$ cat config.mk
export PLATFORM = sky130hd
export DESIGN_NAME = gregorian_date_difference
export DESIGN_NICKNAME = d
export VERILOG_FILES = /design/src/hdl/gdd_pkg.sv /design/src/hdl/gdd_day_number.sv /design/src/hdl/gregorian_date_difference.sv
export SDC_FILE = /design/constraint.sdc
export NUM_CORES = 2
export LEC_CHECK = 0
export CELL_PAD_IN_SITES_DETAIL_PLACEMENT = 0
export CELL_PAD_IN_SITES_GLOBAL_PLACEMENT = 1
export CORE_ASPECT_RATIO = 1.2
export CORE_MARGIN = 2
export CORE_UTILIZATION = 53
export CTS_BUF_LIST = sky130_fd_sc_hd__clkbuf_16
export CTS_CLUSTER_SIZE = 14
export DETAILED_ROUTE_END_ITERATION = 6
export DONT_BUFFER_PORTS = 1
export GPL_TIMING_DRIVEN = 0
export PLACE_DENSITY_LB_ADDON = 0.1
export SETUP_SLACK_MARGIN = 0.5
export SYNTH_ARGS = -nofsm -noshare
export SYNTH_HDL_FRONTEND = slang
export SYNTH_SLANG_ARGS = --single-unit
$ cat constraint.sdc
create_clock -name i_clk -period 10.6 [get_ports i_clk]
set_input_delay 1.06 -clock i_clk [delete_from_list [all_inputs] [get_ports i_clk]]
set_output_delay 1.06 -clock i_clk [all_outputs]
set_load 0.05 [all_outputs]
$ cat src/hdl/gdd_pkg.sv
// ----------------------------------------------------------------------------
// Gregorian date difference: shared types and constants
// Holds the transfer payload structs, the month tables and the constants
// used to divide by one hundred without a divider.
// ----------------------------------------------------------------------------
package gdd_pkg;

    // Input transfer: two dates and the end-day flag.
    typedef struct packed {
        logic [4:0]  first_day;
        logic [3:0]  first_month;
        logic [13:0] first_year;
        logic [4:0]  second_day;
        logic [3:0]  second_month;
        logic [13:0] second_year;
        logic        count_end_day;
    } t_date_pair;

    // Result transfer.
    typedef struct packed {
        logic [21:0] day_count;
        logic        date_error;
    } t_day_result;

    // Width of a serial day number.
    localparam int unsigned DAY_NUM_W = 23;

    // Year range and epoch shift of the day-number formula.
    localparam logic [13:0] YEAR_MAX     = 14'd9999;
    localparam logic [14:0] YEAR_SHIFT   = 15'd4800;
    localparam logic [8:0]  DAYS_IN_YEAR = 9'd365;

    // floor(x / 100) == (x * RECIP_100) >> RECIP_SHIFT for every x below 43690.
    localparam logic [13:0] RECIP_100   = 14'd10486;
    localparam int unsigned RECIP_SHIFT = 20;
    localparam logic [6:0]  HUNDRED     = 7'd100;

    // Month codes used by the tables.
    localparam logic [3:0] MONTH_JAN = 4'd1;
    localparam logic [3:0] MONTH_FEB = 4'd2;
    localparam logic [3:0] MONTH_DEC = 4'd12;

    // Length of a month in a common year; zero for codes that are no month.
    function automatic logic [4:0] month_length(input logic [3:0] month);
        logic [4:0] len;
        case (month)
            4'd1, 4'd3, 4'd5, 4'd7, 4'd8, 4'd10, 4'd12: len = 5'd31;
            4'd4, 4'd6, 4'd9, 4'd11:                    len = 5'd30;
            4'd2:                                       len = 5'd28;
            default:                                    len = 5'd0;
        endcase
        return len;
    endfunction

    // Days before the first of the month, counting the year from March.
    function automatic logic [8:0] month_offset(input logic [3:0] month);
        logic [8:0] offs;
        case (month)
            4'd3:    offs = 9'd0;
            4'd4:    offs = 9'd31;
            4'd5:    offs = 9'd61;
            4'd6:    offs = 9'd92;
            4'd7:    offs = 9'd122;
            4'd8:    offs = 9'd153;
            4'd9:    offs = 9'd184;
            4'd10:   offs = 9'd214;
            4'd11:   offs = 9'd245;
            4'd12:   offs = 9'd275;
            4'd1:    offs = 9'd306;
            4'd2:    offs = 9'd337;
            default: offs = 9'd0;
        endcase
        return offs;
    endfunction

endpackage

$ cat src/hdl/gdd_day_number.sv
// ----------------------------------------------------------------------------
// Gregorian date difference: day-number unit
// Two register stages that check one date and turn it into a serial day
// number. Stage one does the multiplications, stage two the sums.
// ----------------------------------------------------------------------------
module gdd_day_number (
    input  logic                           i_clk,
    input  logic [4:0]                     i_day,
    input  logic [3:0]                     i_month,
    input  logic [13:0]                    i_year,
    output logic [gdd_pkg::DAY_NUM_W-1:0]  o_day_num,
    output logic                           o_date_ok
);

    localparam int unsigned DW = gdd_pkg::DAY_NUM_W;

    // Stage one registers.
    logic [4:0]    r_day;
    logic [3:0]    r_month;
    logic [13:0]   r_year;
    logic [14:0]   r_shift_year;
    logic [DW-1:0] r_year_days;
    logic [7:0]    r_year_q100;
    logic [7:0]    r_shift_q100;

    logic          n_march_first;
    logic [14:0]   n_shift_year;
    logic [29:0]   n_year_prod;
    logic [29:0]   n_shift_prod;

    // Stage two values.
    logic          leap;
    logic          div_by_100;
    logic [4:0]    month_len;
    logic          n_date_ok;
    logic [DW-1:0] n_day_num;

    // Stage two registers.
    logic [DW-1:0] r_day_num;
    logic          r_date_ok;

    // Years start in March, so January and February belong to the year before.
    always_comb begin
        n_march_first = (i_month <= gdd_pkg::MONTH_FEB);
        n_shift_year  = 15'(i_year) + gdd_pkg::YEAR_SHIFT - 15'(n_march_first);
        n_year_prod   = 30'(i_year) * 30'(gdd_pkg::RECIP_100);
        n_shift_prod  = 30'(n_shift_year) * 30'(gdd_pkg::RECIP_100);
    end

    // Stage one: year products and quotients by one hundred.
    always_ff @(posedge i_clk) begin
        r_day        <= i_day;
        r_month      <= i_month;
        r_year       <= i_year;
        r_shift_year <= n_shift_year;
        r_year_days  <= DW'(n_shift_year) * DW'(gdd_pkg::DAYS_IN_YEAR);
        r_year_q100  <= 8'(n_year_prod >> gdd_pkg::RECIP_SHIFT);
        r_shift_q100 <= 8'(n_shift_prod >> gdd_pkg::RECIP_SHIFT);
    end

    // Leap rule, date check and the day-number sum.
    always_comb begin
        div_by_100 = (17'(r_year_q100) * 17'(gdd_pkg::HUNDRED)) == 17'(r_year);
        leap       = (r_year[1:0] == 2'b00) && (!div_by_100 || (r_year_q100[1:0] == 2'b00));
        month_len  = gdd_pkg::month_length(r_month);
        if ((r_month == gdd_pkg::MONTH_FEB) && leap) begin
            month_len = month_len + 5'd1;
        end
        n_date_ok = (r_year != 14'd0) && (r_year <= gdd_pkg::YEAR_MAX)
                    && (r_month >= gdd_pkg::MONTH_JAN) && (r_month <= gdd_pkg::MONTH_DEC)
                    && (r_day != 5'd0) && (r_day <= month_len);
        n_day_num = DW'(r_day) + DW'(gdd_pkg::month_offset(r_month)) + r_year_days
                    + DW'(r_shift_year >> 2) - DW'(r_shift_q100) + DW'(r_shift_q100 >> 2);
    end

    // Stage two registers.
    always_ff @(posedge i_clk) begin
        r_day_num <= n_day_num;
        r_date_ok <= n_date_ok;
    end

    assign o_day_num = r_day_num;
    assign o_date_ok = r_date_ok;

endmodule

$ cat src/hdl/gregorian_date_difference.sv
// ----------------------------------------------------------------------------
// Gregorian date difference
// Counts the days from a first to a second Gregorian date in a pipeline.
// ----------------------------------------------------------------------------
// Usage:
//   Drive i_data with two dates and the end-day flag and raise start for one
//   cycle per transfer. busy is always low, so a new date pair may be started
//   in every cycle.
//   The result appears on o_result, marked by o_strobe for exactly one
//   cycle. Results leave in start order.
//   day_count is the distance in days when the first date is earlier than
//   the second, else zero, plus one when count_end_day is set. If either
//   date does not exist, date_error is set and day_count is zero.
//   Throughput is one pair per cycle; each result passes the two stages of
//   the day-number units and then the registered subtraction.
//   The receiver cannot stall, so results must be taken when strobed.
//   Synchronous reset clears the valid bits, so no strobe follows a reset
//   until a new pair has been started.
// ----------------------------------------------------------------------------
module gregorian_date_difference (
    input  logic                 i_clk,
    input  logic                 i_rst_n,
    input  logic                 start,
    output logic                 busy,
    input  gdd_pkg::t_date_pair  i_data,
    output logic                 o_strobe,
    output gdd_pkg::t_day_result o_result
);

    localparam int unsigned DW = gdd_pkg::DAY_NUM_W;

    logic [DW-1:0] first_num;
    logic [DW-1:0] second_num;
    logic          first_ok;
    logic          second_ok;

    logic          accept;
    logic [1:0]    r_valid;
    logic [1:0]    r_end_day;
    logic          r_strobe;
    gdd_pkg::t_day_result r_result;
    gdd_pkg::t_day_result n_result;
    logic [DW-1:0] diff;

    // The pipeline never stalls.
    assign busy   = 1'b0;
    assign accept = start && !busy;

    // One day-number unit per date.
    gdd_day_number u_first (
        .i_clk     (i_clk),
        .i_day     (i_data.first_day),
        .i_month   (i_data.first_month),
        .i_year    (i_data.first_year),
        .o_day_num (first_num),
        .o_date_ok (first_ok)
    );

    gdd_day_number u_second (
        .i_clk     (i_clk),
        .i_day     (i_data.second_day),
        .i_month   (i_data.second_month),
        .i_year    (i_data.second_year),
        .o_day_num (second_num),
        .o_date_ok (second_ok)
    );

    // Valid bits travel alongside the day-number stages.
    always_ff @(posedge i_clk) begin
        if (!i_rst_n) begin
            r_valid  <= 2'b00;
            r_strobe <= 1'b0;
        end else begin
            r_valid  <= {r_valid[0], accept};
            r_strobe <= r_valid[1];
        end
    end

    // The end-day flag follows the same stages.
    always_ff @(posedge i_clk) begin
        r_end_day <= {r_end_day[0], i_data.count_end_day};
    end

    // Final stage: difference, clamp at zero, end day and error.
    always_comb begin
        diff = second_num - first_num;
        n_result.date_error = !(first_ok && second_ok);
        if (n_result.date_error) begin
            n_result.day_count = 22'd0;
        end else if (second_num > first_num) begin
            n_result.day_count = 22'(diff) + 22'(r_end_day[1]);
        end else begin
            n_result.day_count = 22'(r_end_day[1]);
        end
    end

    always_ff @(posedge i_clk) begin
        r_result <= n_result;
    end

    assign o_strobe = r_strobe;
    assign o_result = r_result;

endmodule

### Yosys cells after proc, flatten, opt, wreduce, memory -nomap -nowiden

Memories as Yosys holds them, arrays and structs flattened. A register that Yosys moved wholly into a read port is not among the register bits.
Index checks and enable logic that the tools add are counted.

* input port bits: 50
* flip-flop bits (word level): 230
* memories kept: 4
* logic and storage cells: 101
* bits in latches: 0
* bits in read-only memories: 448
* bits in writable memories: 0

* divide/modulo/power cells: 0
* bitwise gates (word level): 0
* equality and inequality tests: 4
* $lt $le $gt $ge: 11
* reductions and logical operators: 29
* $mul: 8
* mux-type cells: 3
* shift operators: 0
* add/sub/neg operators: 18

Memories
* (name not given): words 16, width 9, read ports 1, clocked after memory_dff 1, write ports 0, line gdd_pkg.sv:58 `case (month)`
* (name not given): words 16, width 9, read ports 1, clocked after memory_dff 1, write ports 0, line gdd_pkg.sv:58
* (name not given): words 16, width 5, read ports 1, clocked after memory_dff 1, write ports 0, line gdd_pkg.sv:46 `case (month)`
* (name not given): words 16, width 5, read ports 1, clocked after memory_dff 1, write ports 0, line gdd_pkg.sv:46

Operators by type and width (count)
* $mul 14x13->27 const B: 2
* $mul 15x13->27 const B: 2
* $add 23x13->23: 2
* $add 23x23->23: 2
* $add 23x6->23: 2
* $mul 15x9->23 const B: 2
* $sub 23x8->23: 2
* $add 14x13->15 const B: 2
* $eq 15x14->1: 2
* $sub 15x1->15: 2
* $le 14x14->1 const B: 2
* $reduce_bool 14->1: 2
* $mul 8x5->13 const B: 2
* $gt 23x23->1: 1
* $add 22x1->22: 1
* $sub 22x22->22: 1
* $add 5x9->10: 2
* $logic_and 1x1->1: 15
* $add 5x1->5 const B: 2
* $le 5x5->1: 2
* $mux 5: 2
* $reduce_bool 5->1: 2
* $eq 4x2->1 const B: 2
* $ge 4x1->1 const B: 2
* 7 further kinds: 15

### Logic depth before layout (Yosys ltp)

* depth in word-level cells: 9
* depth in mapped cells: 35
* mapped depth without buffers: 35

### Hierarchy

A second synthesis with hierarchy kept.

* cells, all modules: 3373
* area, all modules: 33016.7 um^2

Modules (own cells, without submodules)
* gdd_day_number at u_first: area an instance 15140.8 um^2, seq. area each 2222.1 um^2, times used 1, cells an instance 1523
* gdd_day_number at u_second: area an instance 15083.2 um^2, seq. area each 2222.1 um^2, times used 1, cells an instance 1516
* gregorian_date_difference: area an instance 2792.7 um^2, seq. area each 560.5 um^2, times used 1, cells an instance 334

### Worst setup path before layout

Ideal clock, no wire load.

* path type: input -> register
* start point: input port i_data[40] (netlist name)
* end point: register u_first.r_shift_q100[7]
* library setup time: 0.120 ns
* stages on the path: 33
* path slack: 2.124 ns
* data arrival time: 8.356 ns
* buffers on the path: 1
* data required time: 10.480 ns
* cells stage by stage: clkbuf_1 -> nor2_1 -> o21a_1 -> ha_1 -> inv_1 -> ha_1 -> fa_1 -> a21o_1 -> a21oi_1 -> o21bai_1 -> a21oi_1 -> nand2_1 -> a211oi_1 -> o21ai_0 -> xnor2_1 -> ha_1 -> inv_1 -> fa_1 -> fa_1 -> inv_1 -> fa_1 -> inv_1 -> fa_1 -> inv_1 -> ha_1 -> o21ai_0 -> a211oi_1 -> nand3_1 -> o31ai_1 -> nor4_1 -> o31a_1 -> o21bai_1 -> xnor2_1

* word-level cells in the longest chain between the ends: 3

Ends and longest elaborated chain
* start: declaration: line gregorian_date_difference.sv:25 `input gdd_pkg::t_date_pair i_data,`
* $le 4x2->1: line gdd_day_number.sv:44 `n_march_first = (i_month <= gdd_pkg::MONTH_FEB);`
* $sub 15x1->15: line gdd_day_number.sv:45 `n_shift_year = 15'(i_year) + gdd_pkg::YEAR_SHIFT - 15'(n_march_first);`
* via u_first.n_shift_year[13]: line gdd_day_number.sv:27 `logic [14:0] n_shift_year;`
* $mul 15x13->27: line gdd_day_number.sv:47 `n_shift_prod = 30'(n_shift_year) * 30'(gdd_pkg::RECIP_100);`
* via u_first.n_shift_prod[27]: line gdd_day_number.sv:29 `logic [29:0] n_shift_prod;`
* end signal: assignment: line gdd_day_number.sv:58 `r_shift_q100 <= 8'(n_shift_prod >> gdd_pkg::RECIP_SHIFT);`
* end: declaration: line gdd_day_number.sv:24 `logic [7:0] r_shift_q100;`

The timed path passes the listed nets, and every way through them passes these cells.
A chain may end at the register's enable or synchronous reset.

### Worst setup path in the final report

Same ends and word-level chain as after synthesis.

==> impl_summary.md <==
Timing
For this run, the top clock speed supported by timing is around 110 MHz. The final clock skew is about 12 ps. The number of hold violations in the final report is 0. Setup repair after global routing left no endpoint under its margin. At the pin with the least slew margin, the transition time is about 1300 ps. Setup total negative slack on the finished layout was measured at 0 ps.

The final max-slew violation count is 0. The worst path needs 9300 ps of the cycle, external delays included. The part of the cycle the worst path needs is between 80 and 90%. Setup violations remaining at the end of the flow were counted as 0. Headroom to the max-slew limit came out at 12.5%.

Clocking
The number of buffers inserted for hold repair after clock tree synthesis is 0. The count of cells resized by post-cts repair is 0. The maximum root-to-sink buffer count is 3. In this run the number of H-tree levels came out at 1. Counting the buffers created by CTS gives 31. TritonCTS built the clock tree.

The root buffer selected by CTS is clkbuf_16. The clock sink count is 250. In this run the post-CTS setup repair buffer count came out at 0. The insertion delay of the later-clocked pin in the worst-skew pair is approximately 600 ps.

After clock tree synthesis, the clock-pin slew on the worst setup and hold paths is about 60 ps.

Worst setup path
The library cell contributing the largest single delay on the critical path is xnor2_1. The critical path contains buffers and inverters numbering 6 combined. The critical path starts at i_data[40]. The number of logic stages on the critical path including buffering is 33. The minimum setup slack among reg-to-reg paths is around 5200 ps. Grouping stages by cell kind, the critical path spends the most delay in adder cells.

The worst reg-to-reg path cell count is 19. The worst register-to-register path begins at u_second.r_day[1]$_DFF_P_. The worst-path maximum fanout is 9.

On the worst path, the slowest cell contributes a delay of roughly 740 ps. The category of the critical setup timing path is in -> reg. At the worst endpoint, the arrival time is between 9000 and 10000 ps. The critical path capture point type is a flop. At the worst endpoint, the required time is around 11000 ps.

The startpoint kind of the worst setup timing path is a primary input. The endpoint of the worst register-to-register path is u_second.o_day_num[22]$_DFF_P_. The worst setup path endpoint is u_first.r_shift_q100[7]$_DFF_P_.

Floorplanning
The die extent in y is roughly 280 um. In this run the standard cell core region covers ~62000 sq um. The x dimension of the die is 232 um. The count of pins on the block boundary is 75. The number of rows in the core area is 100. The die outline area is roughly 64000 sq um.

The initial core utilization is a little over half.

Detailed routing
The average vias per placed instance is between 5 and 6. The routed wire length per instance is ~16 um. The DRC marker count from the first detailed-route iteration is about 790. The final layout contains routed wiring with a total length of 69200 um. The total via count in the routed design is 22100. The detail route stage leaves a number of antenna-violating nets equal to 0. The first detailed-routing pass ran for 5 iterations.

For this run, design rule violations remaining after detail routing come to 0.

Logic synthesis
The number of warnings printed during yosys synthesis is 0. In this run the cell area of the synthesized design comes to 33000 sq um. The synthesized design contains 250 register bits. Sequential cells were found to cover 15.2% of the synthesized design area. Among all cell types in the netlist, the one instantiated most often is inv_1. The number of nets produced by synthesis is between 4000 and 5000.

The fraction of synthesized cell area taken by the top area cell type is ~28%. By count the netlist is led by inv_1 (876), ha_1 (738), fa_1 (419), dfxtp_1 (250). The number of distinct library cell variants in the gate-level netlist after synthesis is just over 80. The predominant post-synthesis flop cell is dfxtp_1.

The share of cell area taken by muxes after synthesis is less than 1%. Synthesis produced a netlist whose cell count is 3379. The synthesized netlist devotes 5.29% of its cell area to XOR and XNOR gates.

The largest area contributor in the synthesized netlist is ha_1. After Yosys synthesis, full adders, half adders and majority gates account for 53.4% of the synthesized area. After synthesis, the share of flip-flops with an asynchronous set or reset is 0%.

By area the synthesized netlist is led by ha_1 (28%), fa_1 (25%), dfxtp_1 (15%). The synthesized netlist devotes slightly below 7% of its cell area to simple gates. In this run, synthesis inferred 0 flip-flops with an integrated enable.

The largest family of logic cells by synthesized area is adder cells. A synthesized cell averages around 10 sq um. The synthesized-area fraction occupied by ao, oa, aoi and oai cells is under 10%.

Place
The routability congestion estimate from global placement is 0.917. After legalization and detailed placement, the total HPWL measured roughly 61000 um. Input and output buffers added on the ports amount to 0.

Final layout
The fraction of layout cells with a size suffix above 1 is between 2 and 3%. The area growth from synthesis to layout is 6.25%. In the final design database the tool counted 4619 nets.

Hold path
In this run the most critical hold path is launched from r_end_day[0]$_DFF_P_. The worst hold path belongs to the class reg -> reg.

GRT
The overflow left after global routing is 0. The first global-routing pass estimated around 120000 um of wire. The aggregate global-route resource usage is a little under a quarter. The via count of the first global-routing pass was 23900. The maximum number of pins on one net before global-route repair is 17. The initial antenna violation count is 2.

Outcome
The flow ran to the end, and the final reports show no timing, DRC or antenna violations.

Run
The number of max-capacitance violations reported is 0.
metrics by stage:
step	hold slack [ps]	std cells	area, sq um	worst slack (ps)	utilization (%)
global route	348	4253	35000	604	56.7
CTS	341	4253	35000	1300	56.7
global placement	320	4195	34000	724	55.0
floorplan	310	3379	33000	2120	-
finish	340	4254	35000	1300	56.7
detailed placement	326	4195	34000	697	55.0
state kept, by name, summed over array words and instances (netlist names), named ones only:
signal	count
u_first.o_day_num	23
r_valid	2
u_second.o_day_num	23
u_second.r_month	4
u_second.r_day	5
u_first.r_day	5
u_second.r_year_days	21
u_first.r_shift_q100	8
o_strobe	1
u_first.r_month	4
u_second.r_shift_year	15
u_second.r_year	14
u_second.r_year_q100	8
u_first.r_shift_year	15
r_end_day	2
u_first.r_year_days	21
u_second.r_shift_q100	8
o_result	23
u_first.r_year	14
u_first.o_date_ok	1
u_first.r_year_q100	8
u_second.o_date_ok	1
worst register-to-register path: cells and delay by family (launching register included):
kind / cells / cell delay (ps)
AOI/OAI and AO/OA: 11 / 2370
adders and majority gates: 5 / 1920
DFF: 1 / 500
xor gates and xnor gates: 2 / 470
and+or+nand+nor: 1 / 90
cell type report:
cell class / count / area, sq um
inverter: 876 / 3290
clock inverter: 27 / 263
clock buffer: 31 / 776
fill: 5665 / 26800
tap: 816 / 1020
sequential: 250 / 5000
antenna: 1 / 2.50
multi-input combinational: 2243 / 24700
buffer: 10 / 42.5
cell usage in the layout (no fill, tap or decap), drive strengths merged, types with 6 or more instances in the layout:
master | synthesis | final
o21ai | 87 | 87
fa | 419 | 419
a211oi | 19 | 19
o21bai | 15 | 15
xnor2 | 144 | 144
o31ai | 10 | 10
and3 | 17 | 17
nand2 | 83 | 83
inv | 876 | 883
nand3 | 32 | 32
xor2 | 52 | 52
a31oi | 14 | 14
nor4b | 6 | 6
or3 | 16 | 16
nor4 | 24 | 24
a21boi | 9 | 9
mux2i | 8 | 8
clkbuf | 7 | 38
a21o | 51 | 51
a211o | 6 | 6
o22ai | 9 | 9
dfxtp | 250 | 250
and2 | 7 | 7
nand4 | 18 | 18
o21a | 21 | 21
ha | 738 | 738
nor2 | 140 | 140
clkinv | 0 | 10
nor3 | 37 | 37
a221oi | 6 | 6
nor2b | 24 | 24
a21oi | 114 | 114
a2111oi | 9 | 9
or2 | 6 | 6
o211ai | 11 | 11
clkinvlp | 0 | 7
a311oi | 7 | 7
nand2b | 19 | 19
per-layer routing:
layer	track usage, %	vias up	part of all wire [%]
li1	-	10900	-
met5	0	-	0.019
met4	5.36	2	2.5
met2	40.1	285	50
met1	28.9	10800	44
met3	2.94	89	3.3
worst min-delay path by stage:
stage | endpoint | slack, ps | depth (start not counted)
2_1_floorplan | r_end_day[1]$_DFF_P_ | 310 | 0
3_3_place_gp | r_end_day[1]$_DFF_P_ | 320 | 0
3_5_place_dp | r_end_day[1]$_DFF_P_ | 330 | 0
4_1_cts | r_end_day[1]$_DFF_P_ | 340 | 0
5_1_grt | r_end_day[1]$_DFF_P_ | 350 | 0
6_report | r_end_day[1]$_DFF_P_ | 340 | 0
cells by family (layout without fill, tap and decap cells):
family	Yosys count	count (layout)
adders and majority gates	1157	1157
buffers and inverters	886	944
and+or+nand+nor	453	453
AOI/OAI and AO/OA	420	420
DFF	250	250
xor gates and xnor gates	196	196
muxes	16	16
other	1	2
Power is not shown: default switching activity piles up to over one toggle a cycle in this logic, so the estimate is an artifact.
